==> config.mk <==
export PLATFORM = sky130hd
export DESIGN_NAME = bounded_integer_set_table
export DESIGN_NICKNAME = d
export VERILOG_FILES = /design/src/rtl/bist_pkg.sv /design/src/rtl/bist_core.sv /design/src/rtl/bounded_integer_set_table.sv
export SDC_FILE = /design/constraint.sdc
export NUM_CORES = 1
export LEC_CHECK = 0
export ABC_AREA = 1
export BUFFER_PORTS_ARGS = -buffer_cell sky130_fd_sc_hd__buf_2
export CORE_MARGIN = 2
export CORE_UTILIZATION = 50
export DETAILED_ROUTE_END_ITERATION = 10
export GPL_TIMING_DRIVEN = 1
export PLACE_DENSITY = 0.78
export RECOVER_POWER = 100
export SLEW_MARGIN = 20
export SYNTH_ARGS = -nofsm -noshare
export SYNTH_HDL_FRONTEND = slang
export SYNTH_HIERARCHICAL = 1
export SYNTH_SLANG_ARGS = --single-unit
==> constraint.sdc <==
create_clock -name clk_i -period 4.27 [get_ports clk_i]
set_clock_uncertainty 0.2 [all_clocks]
set_input_delay 0.2135 -clock clk_i [delete_from_list [all_inputs] [get_ports clk_i]]
set_output_delay 0.2135 -clock clk_i [all_outputs]
set_load 0.05 [all_outputs]
==> src/rtl/bist_pkg.sv <==
// Shared types and constants for the bounded integer set table.
// No dependencies; used by bist_core and bounded_integer_set_table.
package bist_pkg;

  // Default table depth and register reset value
  localparam int unsigned MaxEntriesDef = 16;
  localparam int unsigned CountW        = 5;
  localparam logic [CountW-1:0] CapReset = 5'd16;

  // Bit positions within the kind field
  localparam int unsigned KindLookupBit = 0;
  localparam int unsigned KindClearBit  = 1;

  // Result status codes
  typedef enum logic [2:0] {
    ST_ADDED    = 3'd0,
    ST_PRESENT  = 3'd1,
    ST_FULL     = 3'd2,
    ST_FOUND    = 3'd3,
    ST_NOTFOUND = 3'd4,
    ST_CLEARED  = 3'd5
  } status_e;

  // Input word
  typedef struct packed {
    logic [1:0]         kind;
    logic signed [31:0] value;
  } in_t;

  // Result word
  typedef struct packed {
    logic [2:0]        status;
    logic [CountW-1:0] element_count;
  } out_t;

endpackage

==> src/rtl/bist_core.sv <==
// Set engine: entry memory, fill count and the scan sequencer.
// Depends on bist_pkg.
module bist_core #(
  parameter int unsigned MAX_ENTRIES = bist_pkg::MaxEntriesDef
) (
  input  logic                        clk_i,
  input  logic                        rst_ni,
  input  logic                        in_valid_i,
  input  bist_pkg::in_t               in_data_i,
  output logic                        busy_o,
  input  logic [bist_pkg::CountW-1:0] cap_i,
  input  logic                        res_free_i,
  output logic                        res_valid_o,
  output bist_pkg::out_t              res_data_o
);

  localparam int unsigned AddrW = (MAX_ENTRIES > 1) ? $clog2(MAX_ENTRIES) : 1;
  localparam int unsigned Depth = 1 << AddrW;
  localparam int unsigned CW    = bist_pkg::CountW;

  typedef enum logic [1:0] {
    S_IDLE,
    S_SCAN,
    S_DECIDE
  } state_e;

  state_e                 state_q;
  logic [CW-1:0]          count_q;
  logic [CW-1:0]          chk_q;
  logic                   hit_q;
  logic [1:0]             kind_q;
  logic [31:0]            value_q;
  logic [31:0]            rd_data_q;
  logic [31:0]            mem_q [Depth];
  logic [CW-1:0]          rd_idx;
  logic [CW+AddrW-1:0]    rd_ext;
  logic [CW+AddrW-1:0]    wr_ext;
  logic [AddrW-1:0]       rd_addr;
  logic [AddrW-1:0]       wr_addr;
  logic                   accept;
  logic                   full;
  logic                   do_write;
  logic [CW-1:0]          chk_next;
  bist_pkg::status_e      status;

  assign busy_o   = (state_q != S_IDLE);
  assign accept   = in_valid_i && (state_q == S_IDLE);
  assign chk_next = chk_q + 1'b1;

  // Read address: entry 0 on accept, next entry while scanning
  assign rd_idx  = (state_q == S_SCAN) ? chk_next : '0;
  assign rd_ext  = {{AddrW{1'b0}}, rd_idx};
  assign rd_addr = rd_ext[AddrW-1:0];
  assign wr_ext  = {{AddrW{1'b0}}, count_q};
  assign wr_addr = wr_ext[AddrW-1:0];

  // Full when the count reaches the limit or the table depth
  assign full = (count_q >= cap_i) || (int'(count_q) >= int'(MAX_ENTRIES));

  // Work out the status of the held word
  always_comb begin
    do_write = 1'b0;
    if (kind_q[bist_pkg::KindClearBit]) begin
      status = bist_pkg::ST_CLEARED;
    end else if (kind_q[bist_pkg::KindLookupBit]) begin
      status = hit_q ? bist_pkg::ST_FOUND : bist_pkg::ST_NOTFOUND;
    end else if (hit_q) begin
      status = bist_pkg::ST_PRESENT;
    end else if (full) begin
      status = bist_pkg::ST_FULL;
    end else begin
      status   = bist_pkg::ST_ADDED;
      do_write = 1'b1;
    end
  end

  // Entry memory: one write port, one registered read port
  always_ff @(posedge clk_i) begin
    rd_data_q <= mem_q[rd_addr];
    if ((state_q == S_DECIDE) && res_free_i && do_write) begin
      mem_q[wr_addr] <= value_q;
    end
  end

  // Hold the operand words
  always_ff @(posedge clk_i) begin
    if (accept) begin
      kind_q  <= in_data_i.kind;
      value_q <= in_data_i.value;
    end
  end

  // Sequencer: scan filled entries, then commit the result
  always_ff @(posedge clk_i or negedge rst_ni) begin
    if (!rst_ni) begin
      state_q     <= S_IDLE;
      count_q     <= '0;
      chk_q       <= '0;
      hit_q       <= 1'b0;
      res_valid_o <= 1'b0;
      res_data_o  <= '0;
    end else begin
      res_valid_o <= 1'b0;
      unique case (state_q)
        S_IDLE: begin
          if (accept) begin
            chk_q <= '0;
            hit_q <= 1'b0;
            if (in_data_i.kind[bist_pkg::KindClearBit] || (count_q == '0)) begin
              state_q <= S_DECIDE;
            end else begin
              state_q <= S_SCAN;
            end
          end
        end
        S_SCAN: begin
          if (rd_data_q == value_q) begin
            hit_q   <= 1'b1;
            state_q <= S_DECIDE;
          end else if (chk_next == count_q) begin
            state_q <= S_DECIDE;
          end else begin
            chk_q <= chk_next;
          end
        end
        S_DECIDE: begin
          if (res_free_i) begin
            res_valid_o       <= 1'b1;
            res_data_o.status <= status;
            if (kind_q[bist_pkg::KindClearBit]) begin
              count_q                  <= '0;
              res_data_o.element_count <= '0;
            end else if (do_write) begin
              count_q                  <= count_q + 1'b1;
              res_data_o.element_count <= count_q + 1'b1;
            end else begin
              res_data_o.element_count <= count_q;
            end
            state_q <= S_IDLE;
          end
        end
        default: state_q <= S_IDLE;
      endcase
    end
  end

endmodule

==> src/rtl/bounded_integer_set_table.sv <==
// Top level of the bounded integer set table: capacity register, output register.
// Depends on bist_pkg and bist_core.
//
// Usage: the input channel (in_valid_i, in_stall_o, in_data_i) takes one word per
// operation: insert, lookup or clear. Each word yields exactly one result word on
// the output channel (out_valid_o, out_stall_i, out_data_o): a status code and
// the element count after the operation.
// The capacity limit is written through cfg_valid_i/cfg_ready_o/cfg_data_i; the
// user must write it while the block is idle, which the block does not enforce;
// cfg_ready_o is always high.
// A clear, or any operation on an empty set, goes from acceptance straight to the
// decide state; otherwise the stored entries are scanned first (up to the element
// count, fewer on an early match). The scan reads one entry a cycle from a memory
// with one write port and one registered read port; one word is in flight at a
// time, so a new word is taken only once the result of the last is committed.
// Reset empties the set and sets the capacity limit to 16; table contents are
// not cleared. When the receiver stalls, the result stays in the output register
// and a further finished result waits inside the engine; the input stalls.
module bounded_integer_set_table #(
  parameter int unsigned MAX_ENTRIES = bist_pkg::MaxEntriesDef
) (
  input  logic                        clk_i,
  input  logic                        rst_ni,
  input  logic                        in_valid_i,
  output logic                        in_stall_o,
  input  bist_pkg::in_t               in_data_i,
  output logic                        out_valid_o,
  input  logic                        out_stall_i,
  output bist_pkg::out_t              out_data_o,
  input  logic                        cfg_valid_i,
  output logic                        cfg_ready_o,
  input  logic [bist_pkg::CountW-1:0] cfg_data_i
);

  logic [bist_pkg::CountW-1:0] cap_q;
  logic                        out_valid_q;
  bist_pkg::out_t              out_data_q;
  logic                        res_free;
  logic                        res_valid;
  bist_pkg::out_t              res_data;
  logic                        busy;

  assign cfg_ready_o = 1'b1;
  assign in_stall_o  = busy;
  assign out_valid_o = out_valid_q;
  assign out_data_o  = out_data_q;
  assign res_free    = !out_valid_q || !out_stall_i;

  // Capacity register
  always_ff @(posedge clk_i or negedge rst_ni) begin
    if (!rst_ni) begin
      cap_q <= bist_pkg::CapReset;
    end else if (cfg_valid_i && cfg_ready_o) begin
      cap_q <= cfg_data_i;
    end
  end

  // Output register: load a new word, drop one once taken
  always_ff @(posedge clk_i or negedge rst_ni) begin
    if (!rst_ni) begin
      out_valid_q <= 1'b0;
    end else if (res_valid) begin
      out_valid_q <= 1'b1;
    end else if (!out_stall_i) begin
      out_valid_q <= 1'b0;
    end
  end

  always_ff @(posedge clk_i) begin
    if (res_valid) begin
      out_data_q <= res_data;
    end
  end

  bist_core #(
    .MAX_ENTRIES (MAX_ENTRIES)
  ) u_core (
    .clk_i       (clk_i),
    .rst_ni      (rst_ni),
    .in_valid_i  (in_valid_i),
    .in_data_i   (in_data_i),
    .busy_o      (busy),
    .cap_i       (cap_q),
    .res_free_i  (res_free),
    .res_valid_o (res_valid),
    .res_data_o  (res_data)
  );

endmodule
After elaboration in Yosys (flattened, before gate mapping)
Memories as Yosys holds them, arrays and structs flattened. A register that Yosys moved wholly into a read port is not among the register bits.
Cells that the tools add are included.
{ "op_classes": {"div_mod_pow": 0, "n_addsub": 2, "n_eq_ne": 11, "multipliers": 0, "order_cmp": 2, "n_bitwise": 0, "n_mux": 31, "reduce_logical": 18, "shifts": 0} }
{ "ops": {"columns": ["operator", "count"], "rows": [
  ["32-bit equality test", 1],
  ["5-bit 2-to-1 mux", 5],
  ["1-bit 2-to-1 mux", 12],
  ["2-bit 2-to-1 mux", 6],
  ["3-bit 2-to-1 mux", 4],
  ["5-bit by 1-bit adder with 5-bit output, second input constant", 2],
  ["5-bit case mux with 2 select lines", 1],
  ["3-bit AND reduction", 3],
  ["2-bit by 1-bit != test with 1-bit output, second input constant", 3],
  ["2-bit != test, second input constant", 3],
  ["2-bit case mux with 3 select lines", 1],
  ["2-bit nonzero test", 3],
  ["5-bit equality test", 1],
  ["5-bit >= comparator", 1],
  ["5-bit >= comparator, second input constant", 1],
  ["5-bit logical NOT", 1],
  ["4-bit 2-to-1 mux", 1],
  ["4-bit AND reduction", 1],
  ["1-bit logical AND", 3],
  ["1-bit logical OR", 3],
  ["3-bit != test, second input constant", 1],
  ["2-bit by 1-bit equality test with 1-bit output, second input constant", 1],
  ["2-bit equality test, second input constant", 1],
  ["1-bit logical NOT", 2],
  ["3 further kinds", 3]
]} }
{ "totals": {"elab_cells": 77, "ff_bits": 65, "n_memories": 1, "latch_bits": 0, "ramBits": 512, "romBits": 0, "in_bits": 44} }
{ "memory_table": {"columns": ["memory", "depth", "word_bits", "read_ports", "rd_ports_with_merged_regs", "write_ports", "line_no", "source"], "rows": [
  ["u_core.mem_q", 16, 32, 1, 1, 1, "bist_core.sv:34", "logic [31:0] mem_q [Depth];"]
]} }

Longest topological paths before layout
Gate-level depths: netlist of run 1.
{ "depth": {"ltp_word": 9, "ltp_mapped": 11} }

Modules after synthesis
Netlist of run 1, hierarchy kept.
{ "by_module_without_submodules": {"columns": ["mod", "cells_per_inst", "area_per_inst_um2", "n_inst", "seq_area_each_um2"], "rows": [
  ["bist_core", 1841, 23472.5, 1, 17461.7],
  ["bounded_integer_set_table", 35, 474.2, 1, 391.6]
]} }

Least setup slack after synthesis of run 1
OpenSTA, ideal clock, no wires.
{ "synth_path": {"path_kind": "flip-flop to flip-flop", "startpoint": "register cap_q[4] (netlist bit)", "endpoint": "memory u_core.mem_q[0][0] (enable)", "t_arrival_ps": 2907, "stages_incl_launch_ff": 12, "t_required_ps": 3649, "path_buffers": 0, "slack_ps": 742, "path_cell_list": "dfstp_2 > inv_1 > ha_1 > nand2_1 > nand3_1 > a21oi_1 > o21ai_0 > inv_1 > nand4_1 > inv_1 > nand2_1 > nor2_1"} }
{ "synth_via": {"elab_chain_cells": 9} }
{ "synth_lines": {"columns": ["item", "line_no", "source"], "rows": [
  ["from (decl)", "bounded_integer_set_table.sv:35", "logic [bist_pkg::CountW-1:0] cap_q;"],
  ["from (signal assigned)", "bounded_integer_set_table.sv:52", "cap_q <= bist_pkg::CapReset;"],
  ["from (signal assigned)", "bounded_integer_set_table.sv:54", "cap_q <= cfg_data_i;"],
  ["5-bit >= comparator", "bist_core.sv:58", "assign full = (count_q >= cap_i) || (int'(count_q) >= int'(MAX_ENTRIES));"],
  ["1-bit logical OR", "bist_core.sv:58", null],
  ["1-bit 2-to-1 mux", "bist_core.sv:69", "end else if (full) begin"],
  ["1-bit 2-to-1 mux", "bist_core.sv:67", "end else if (hit_q) begin"],
  ["1-bit 2-to-1 mux", "bist_core.sv:65", "end else if (kind_q[bist_pkg::KindLookupBit]) begin"],
  ["1-bit 2-to-1 mux", "bist_core.sv:63", "if (kind_q[bist_pkg::KindClearBit]) begin"],
  ["1-bit logical AND", "bist_core.sv:80", "if ((state_q == S_DECIDE) && res_free_i && do_write) begin"],
  ["1-bit 2-to-1 mux", "bist_core.sv:80", null],
  ["1-bit 2-to-1 mux (not written as such)", "bist_core.sv:81", "mem_q[wr_addr] <= value_q;"],
  ["to (decl)", "bist_core.sv:34", null]
]} }
Every way passes these cells.

Worst setup path after layout of run 1
{ "layout_path": {"startpoint": "register cap_q[4] (netlist bit)", "endpoint": "memory u_core.mem_q[5][17] (enable)"} }
Same word-level chain as after synthesis.

==> metrics.cfg, run 1 <==
[status]
status=complete, but fails checks
violations=capacitance limit, slew limit

[drt]
drc=0
wl_um=55400
wl_per_cell_um=21.0
dr.pass1.iters=5
antenna_left=0
via_per_inst=5.77
vias=15300
dr.first_iter.drc_count=1712

[floorplan]
fp.dieW_um=223
rows=80
dieArea_um2=49700
core_area_um2=47500
start_util_pct=50.4
pin_count=55
die_h_um=223

[clock_network]
postCtsHoldBufs=54
clk_pin_slew_ps=60
postCtsSetupBuffers=0
clock_latency_ps=620
numCtsBuffers=60
clockBufferDepth=3
cts-resized-gates=0
root_buffer=clkbuf_16
htree_num_levels=2
cts_tree=done
clock_sinks=609

[setup_path]
crit_fanout=17
crit_path_end_kind=flip-flop
start_kind=flip-flop
r2r-start=cap_q[4]
reg2reg_slack_ps=540
r2r-end=u_core/mem_q[5][17]
crit_type=reg -> reg
worst-r2r-cell-count=12
worstPathArrival_ps=3820
cp.required_ps=4360

[power]
ir_drop_v=0.000389
power_density_nw_per_um2=573
p_leak_nw=9.15

[logic_synthesis]
synth_top_area_share_pct=69.5
synth_most_common_cell=edfxtp_1
synth_top_cell_by_area=edfxtp_1
synth-async-reset-ratio_pct=3.78
syn_inst=1876
yosys-top-cells-count=edfxtp_1, nor2_1, o21ai_0
ys_seq_area_share_pct=74.6
yosys_register_bits=609
synth_fp_nets=1930
netlist_area_um2=23900
synth_edf_count=554
synth_area_leaders=edfxtp_1, nor2_1, o21ai_0
synth_top_flop_cell=edfxtp_1
synth.distinct_cells=35
ys_warn_count=6
avgSynthCellArea_um2=12.8

[timing]
worst_pin_slew_ps=1610
drv_slew=84
setup_viol=0
hold_slack_ps=99.5
period_minus_slack_ps=3730
maxSlewHeadroom_pct=-7.46
period_share_pct=87.3
fin_setup_tns_ps=0
fmaxAchievable_mhz=268
finalHoldViolCount=0
rsz0062_at_grt=no

[place]
hpwl_um=29900
io_buffers=53
gp_congestion=0.828

[run]
maxCapViolations=1

[worst_hold_path]
hp-class=in -> reg
hold_depth=2
hold_end=u_core/value_q[25]
min_from=in_data_i[25]

[layout]
drive_gt1_share_pct=9.13
fin_nets=2028
final_util_pct=57.5
num-fill-cells=3570
area_growth_syn_to_layout_pct=14.1

[global_route]
antenna_found_initial=1
grt_start_max_net_pins=175
gr-total-overflow=0
grt_pass1_wl_um=86000
grt_pass1_vias=15300
grt_usage_pct=22.4

-- metal layers --
layer	up-vias	wire length, µm	track usage (%)
met5	-	0	0
met3	133	4380	3.91
met2	718	27100	36.8
met4	0	1900	9.76
met1	7454	22000	29.5
li1	6949	-	-
-- worst max-delay path, stage by stage, from the launching register on --
cell and delay [ps]:
dfstp_1 530, inv_1 50, ha_1 300, nand2_1 70, nand3_1 80, a21oi_1 120, o21ai_0 100, inv_1 100
nand4_1 130, inv_1 210, nand2_1 240, nor2_2 870, buf_4 420
-- cells in the final DEF, fill, tap and decap left out, drive strengths merged --
cell,count
a21oi,5
a31oi,1
buf,54
bufinv,5
clkbuf,114
clkinv,22
clkinvlp,4
conb,1
dfrtp,22
dfstp,1
dfxtp,32
diode,1
dlygate4sd3,53
edfxtp,554
ha,10
inv,60
nand2,154
nand3,79
nand3b,1
nand4,9
nor2,424
o211ai,128
o21a,1
o21ai,266
o22ai,1
o31ai,1
xnor2,22
xor2,2
-- registers in the layout, indices dropped and copies added (netlist names) --
| signal | count |
|---|---|
| u_core/count_q | 5 |
| u_core/chk_q | 5 |
| out_valid_o | 1 |
| u_core/state_q | 2 |
| u_core/hit_q | 1 |
| u_core/res_valid_o | 1 |
| u_core/rd_data_q | 32 |
| u_core/kind_q | 2 |
| u_core/res_data_o | 3 |
| u_core/value_q | 32 |
| out_data_o | 8 |
| u_core/mem_q | 512 |
| cap_q | 5 |
-- cells by family (layout without fill, tap and decap cells) --
| group | Yosys count | in the layout | share of synthesized area, % |
|---|---|---|---|
| AO/OA/AOI/OAI | 403 | 403 | 9.79 |
| XOR/XNOR | 24 | 24 | 0.878 |
| adder cells (fa/ha/maj) | 10 | 10 | 0.522 |
| buffers and inverters | 162 | 312 | 3.12 |
| flip-flops | 609 | 609 | 74.6 |
| other | 1 | 2 | 0.0157 |
| AND/OR/NAND/NOR | 667 | 667 | 11.1 |
-- cell type report --
type | instances | area [µm²] | share of cell area [%]
multi-input combinational | 1105 | 5430 | 19.9
clock inverter | 35 | 340 | 1.25
timing repair buffer | 142 | 1060 | 3.89
clock buffer | 79 | 1640 | 6.02
inverter | 56 | 218 | 0.797
antenna | 1 | 2.50 | 0.00916
tap | 615 | 769 | 2.82
sequential | 609 | 17900 | 65.4
-- worst max path at each step --
stage	startpoint	to	slack (ps)	depth (start not counted)
finish	cap_q[4]	u_core/mem_q[5][17]	540	12
detailed placement	cap_q[4]	u_core/mem_q[1][3]	780	12
global route	cap_q[4]	u_core/mem_q[13][17]	320	12
global placement	cap_q[4]	u_core/mem_q[1][3]	820	12
floorplan	cap_q[4]	u_core/mem_q[0][0]	740	11
CTS	cap_q[4]	u_core/mem_q[1][9]	760	12
-- per-stage QoR --
stage                     setup WS (ps)  area, µm²  power, W  cells
after floorplan                     742      23900   0.00954   1876
final                               541      27300    0.0157   2642
after global placement              823      25000    0.0104   2473
after global routing                323      27300    0.0163   2642
after detailed placement            779      25000    0.0105   2473
after CTS                           761      27500    0.0158   2641
-- power by group --
group / leakage [nW] / switching [W] / internal (W)
Sequential: 5.56 / 0.000447 / 0.00711
Clock: 0.975 / 0.00222 / 0.00303
Combinational: 2.61 / 0.00201 / 0.000827
Total: 9.15 / 0.00469 / 0.0110
Power figures use the tool's default switching activity.
==> run 2, diff against run 1 <==
--- a/config.mk
+++ b/config.mk
@@ -6,12 +6,12 @@
 export NUM_CORES = 1
 export LEC_CHECK = 0
 export ABC_AREA = 1
-export BUFFER_PORTS_ARGS = -buffer_cell sky130_fd_sc_hd__buf_2
 export CORE_MARGIN = 2
 export CORE_UTILIZATION = 50
 export DETAILED_ROUTE_END_ITERATION = 10
+export DONT_BUFFER_PORTS = 1
 export GPL_TIMING_DRIVEN = 1
-export PLACE_DENSITY = 0.78
+export PLACE_DENSITY = 0.77
 export RECOVER_POWER = 100
 export SLEW_MARGIN = 20
 export SYNTH_ARGS = -nofsm -noshare
==> metrics.cfg, run 2 (synthesized netlist as in run 1, its figures left out) <==
[clock_network]
numCtsBuffers=58  ; -3.3%
postCtsSetupBuffers=0  ; unchanged
clock_latency_ps=600  ; -20 ps
postCtsHoldBufs=45  ; -17%
cts_tree=done
clock_sinks=609  ; unchanged
cts-resized-gates=0  ; unchanged
clockBufferDepth=3  ; unchanged
clk_pin_slew_ps=70  ; about the same
htree_num_levels=2  ; unchanged
root_buffer=clkbuf_16

[floorplan]
fp.dieW_um=223  ; unchanged
core_area_um2=47500  ; unchanged
rows=80  ; unchanged
start_util_pct=50.4  ; unchanged
die_h_um=223  ; unchanged
pin_count=55  ; unchanged
dieArea_um2=49700  ; unchanged

[drt]
wl_um=51700  ; -6.6%
dr.first_iter.drc_count=1799  ; +5.1%
drc=0  ; unchanged
dr.pass1.iters=5  ; unchanged
antenna_left=0  ; unchanged
wl_per_cell_um=20.1  ; -4.3%
via_per_inst=5.70  ; -1.3%
vias=14700  ; -3.6%

[place]
io_buffers=0  ; -100%
gp_congestion=0.841  ; +1.6%
post_dp_cell_area_um2=24700  ; -1.3%
hpwl_um=27100  ; -9.2%
place_ws_ps=1120  ; +342 ps
place_inst=2422  ; -2.1%

[setup_path]
worst-r2r-cell-count=12  ; unchanged
crit_fanout=32  ; +15
r2r-start=cap_q[4]
r2r-end=u_core/mem_q[13][28]
crit_path_end_kind=flip-flop
worstPathArrival_ps=3610  ; -210 ps
cp.required_ps=4280  ; -80 ps
start_kind=flip-flop
crit_type=reg -> reg
reg2reg_slack_ps=670  ; +130 ps

[status]
status=complete, but fails checks
violations=capacitance limit, slew limit

[worst_hold_path]
min_from=in_data_i[25]
hp-class=in -> reg
hold_end=u_core/value_q[25]
hold_depth=1  ; -1

[layout]
largest_reg_flops=512  ; unchanged
drive_gt1_share_pct=7.43  ; -1.7 points
final_util_pct=56.7  ; -0.71 points
area_growth_syn_to_layout_pct=12.7
layout_common_cells=edfxtp_1, nor2_1, o21ai_0
reg_top3=u_core/mem_q x512, u_core/rd_data_q x32, u_core/value_q x32
diodes=0  ; -1
largest-register=u_core/mem_q
fin_cells=2579  ; -2.4%
fin_area_um2=27000  ; -1.2%
layout_commonest_cell=edfxtp_1
fin_nets=1969  ; -2.9%

[global_route]
gr-total-overflow=0  ; unchanged
grt_pass1_vias=14400  ; -6.0%
grt_pass1_wl_um=80400  ; -6.5%
grt.busiest_layer=met2
grt_util_met2_pct=34.7  ; -2.1 points
grt_start_max_net_pins=211  ; +21%
met1_usage_pct=28.1  ; -1.3 points
grt_usage_pct=20.8  ; -1.6 points
grt_util_met3_pct=3.04  ; -0.87 points
antenna_found_initial=0  ; -1

[run]
maxCapViolations=1  ; unchanged

[timing]
period_share_pct=84.3  ; -3.0 points
drv_slew=211  ; +150%
fin_setup_tns_ps=0  ; unchanged
worst_slack_ps=671  ; +130 ps
worst_pin_slew_ps=1750  ; +142 ps
period_minus_slack_ps=3600  ; -130 ps
rsz0062_at_grt=no
setup_viol=0  ; unchanged
fmaxAchievable_mhz=278  ; +3.6%
maxSlewHeadroom_pct=-16.9  ; -9.4 points
finalHoldViolCount=0  ; unchanged

[power]
power_density_nw_per_um2=573  ; about the same
p_leak_nw=8.96  ; -2.0%
ir_drop_v=0.000388  ; -0.42%

run 2: report_power, final:
| group | leakage (nW) | total, W | internal, W | switching, W |
|---|---|---|---|---|
| Sequential | 5.56 | 0.00764 | 0.00712 | 0.000529 |
| Clock | 0.948 | 0.00514 | 0.00302 | 0.00212 |
| Combinational | 2.45 | 0.00268 | 0.000823 | 0.00186 |
run 2: cell type report:
type / count / area [µm²]
Clock buffer: 88 / 1690
Clock inverter: 21 / 241
Fill cell: 3628 / 20600
Inverter: 56 / 218
Multi-Input combinational cell: 1105 / 5480
Sequential cell: 609 / 17900
Tap cell: 615 / 769
Timing Repair Buffer: 85 / 728
run 2: through the flow:
step                      power [W]  hold WS, ps
after global routing         0.0162         18.0
final                        0.0155         38.5
after global placement       0.0103         -282
after CTS                    0.0155         5.46
after floorplan             0.00954         -282
after detailed placement     0.0104         -282
run 2: per-layer routing:
layer / wire, µm / share of wire [%] / up-vias
met5: 0 / 0 / -
met4: 1250 / 2.4 / 0
met3: 3910 / 7.6 / 95
met2: 25500 / 49 / 592
met1: 21100 / 41 / 7194
li1: - / - / 6823
run 2: worst max-delay path by stage:
| stage | from | end | slack (ps) |
|---|---|---|---|
| after floorplan | cap_q[4] | u_core/mem_q[0][0] | 740 |
| after global placement | cap_q[4] | u_core/mem_q[13][28] | 1160 |
| after detailed placement | u_core/count_q[0] | u_core/mem_q[12][28] | 1120 |
| after CTS | u_core/count_q[0] | u_core/mem_q[12][28] | 1110 |
| after global routing | u_core/count_q[0] | u_core/mem_q[13][28] | 470 |
| final | cap_q[4] | u_core/mem_q[13][28] | 670 |
run 2: critical path: stages (launching register included):
cell and delay [ps]:
dfstp_2 530, inv_1 50, ha_1 300, nand2_1 60, nand3_1 80, a21oi_1 120, o21ai_0 100, inv_1 100
nand4_1 140, inv_1 200, nand2_1 270, nor2_4 150, clkbuf_2 870
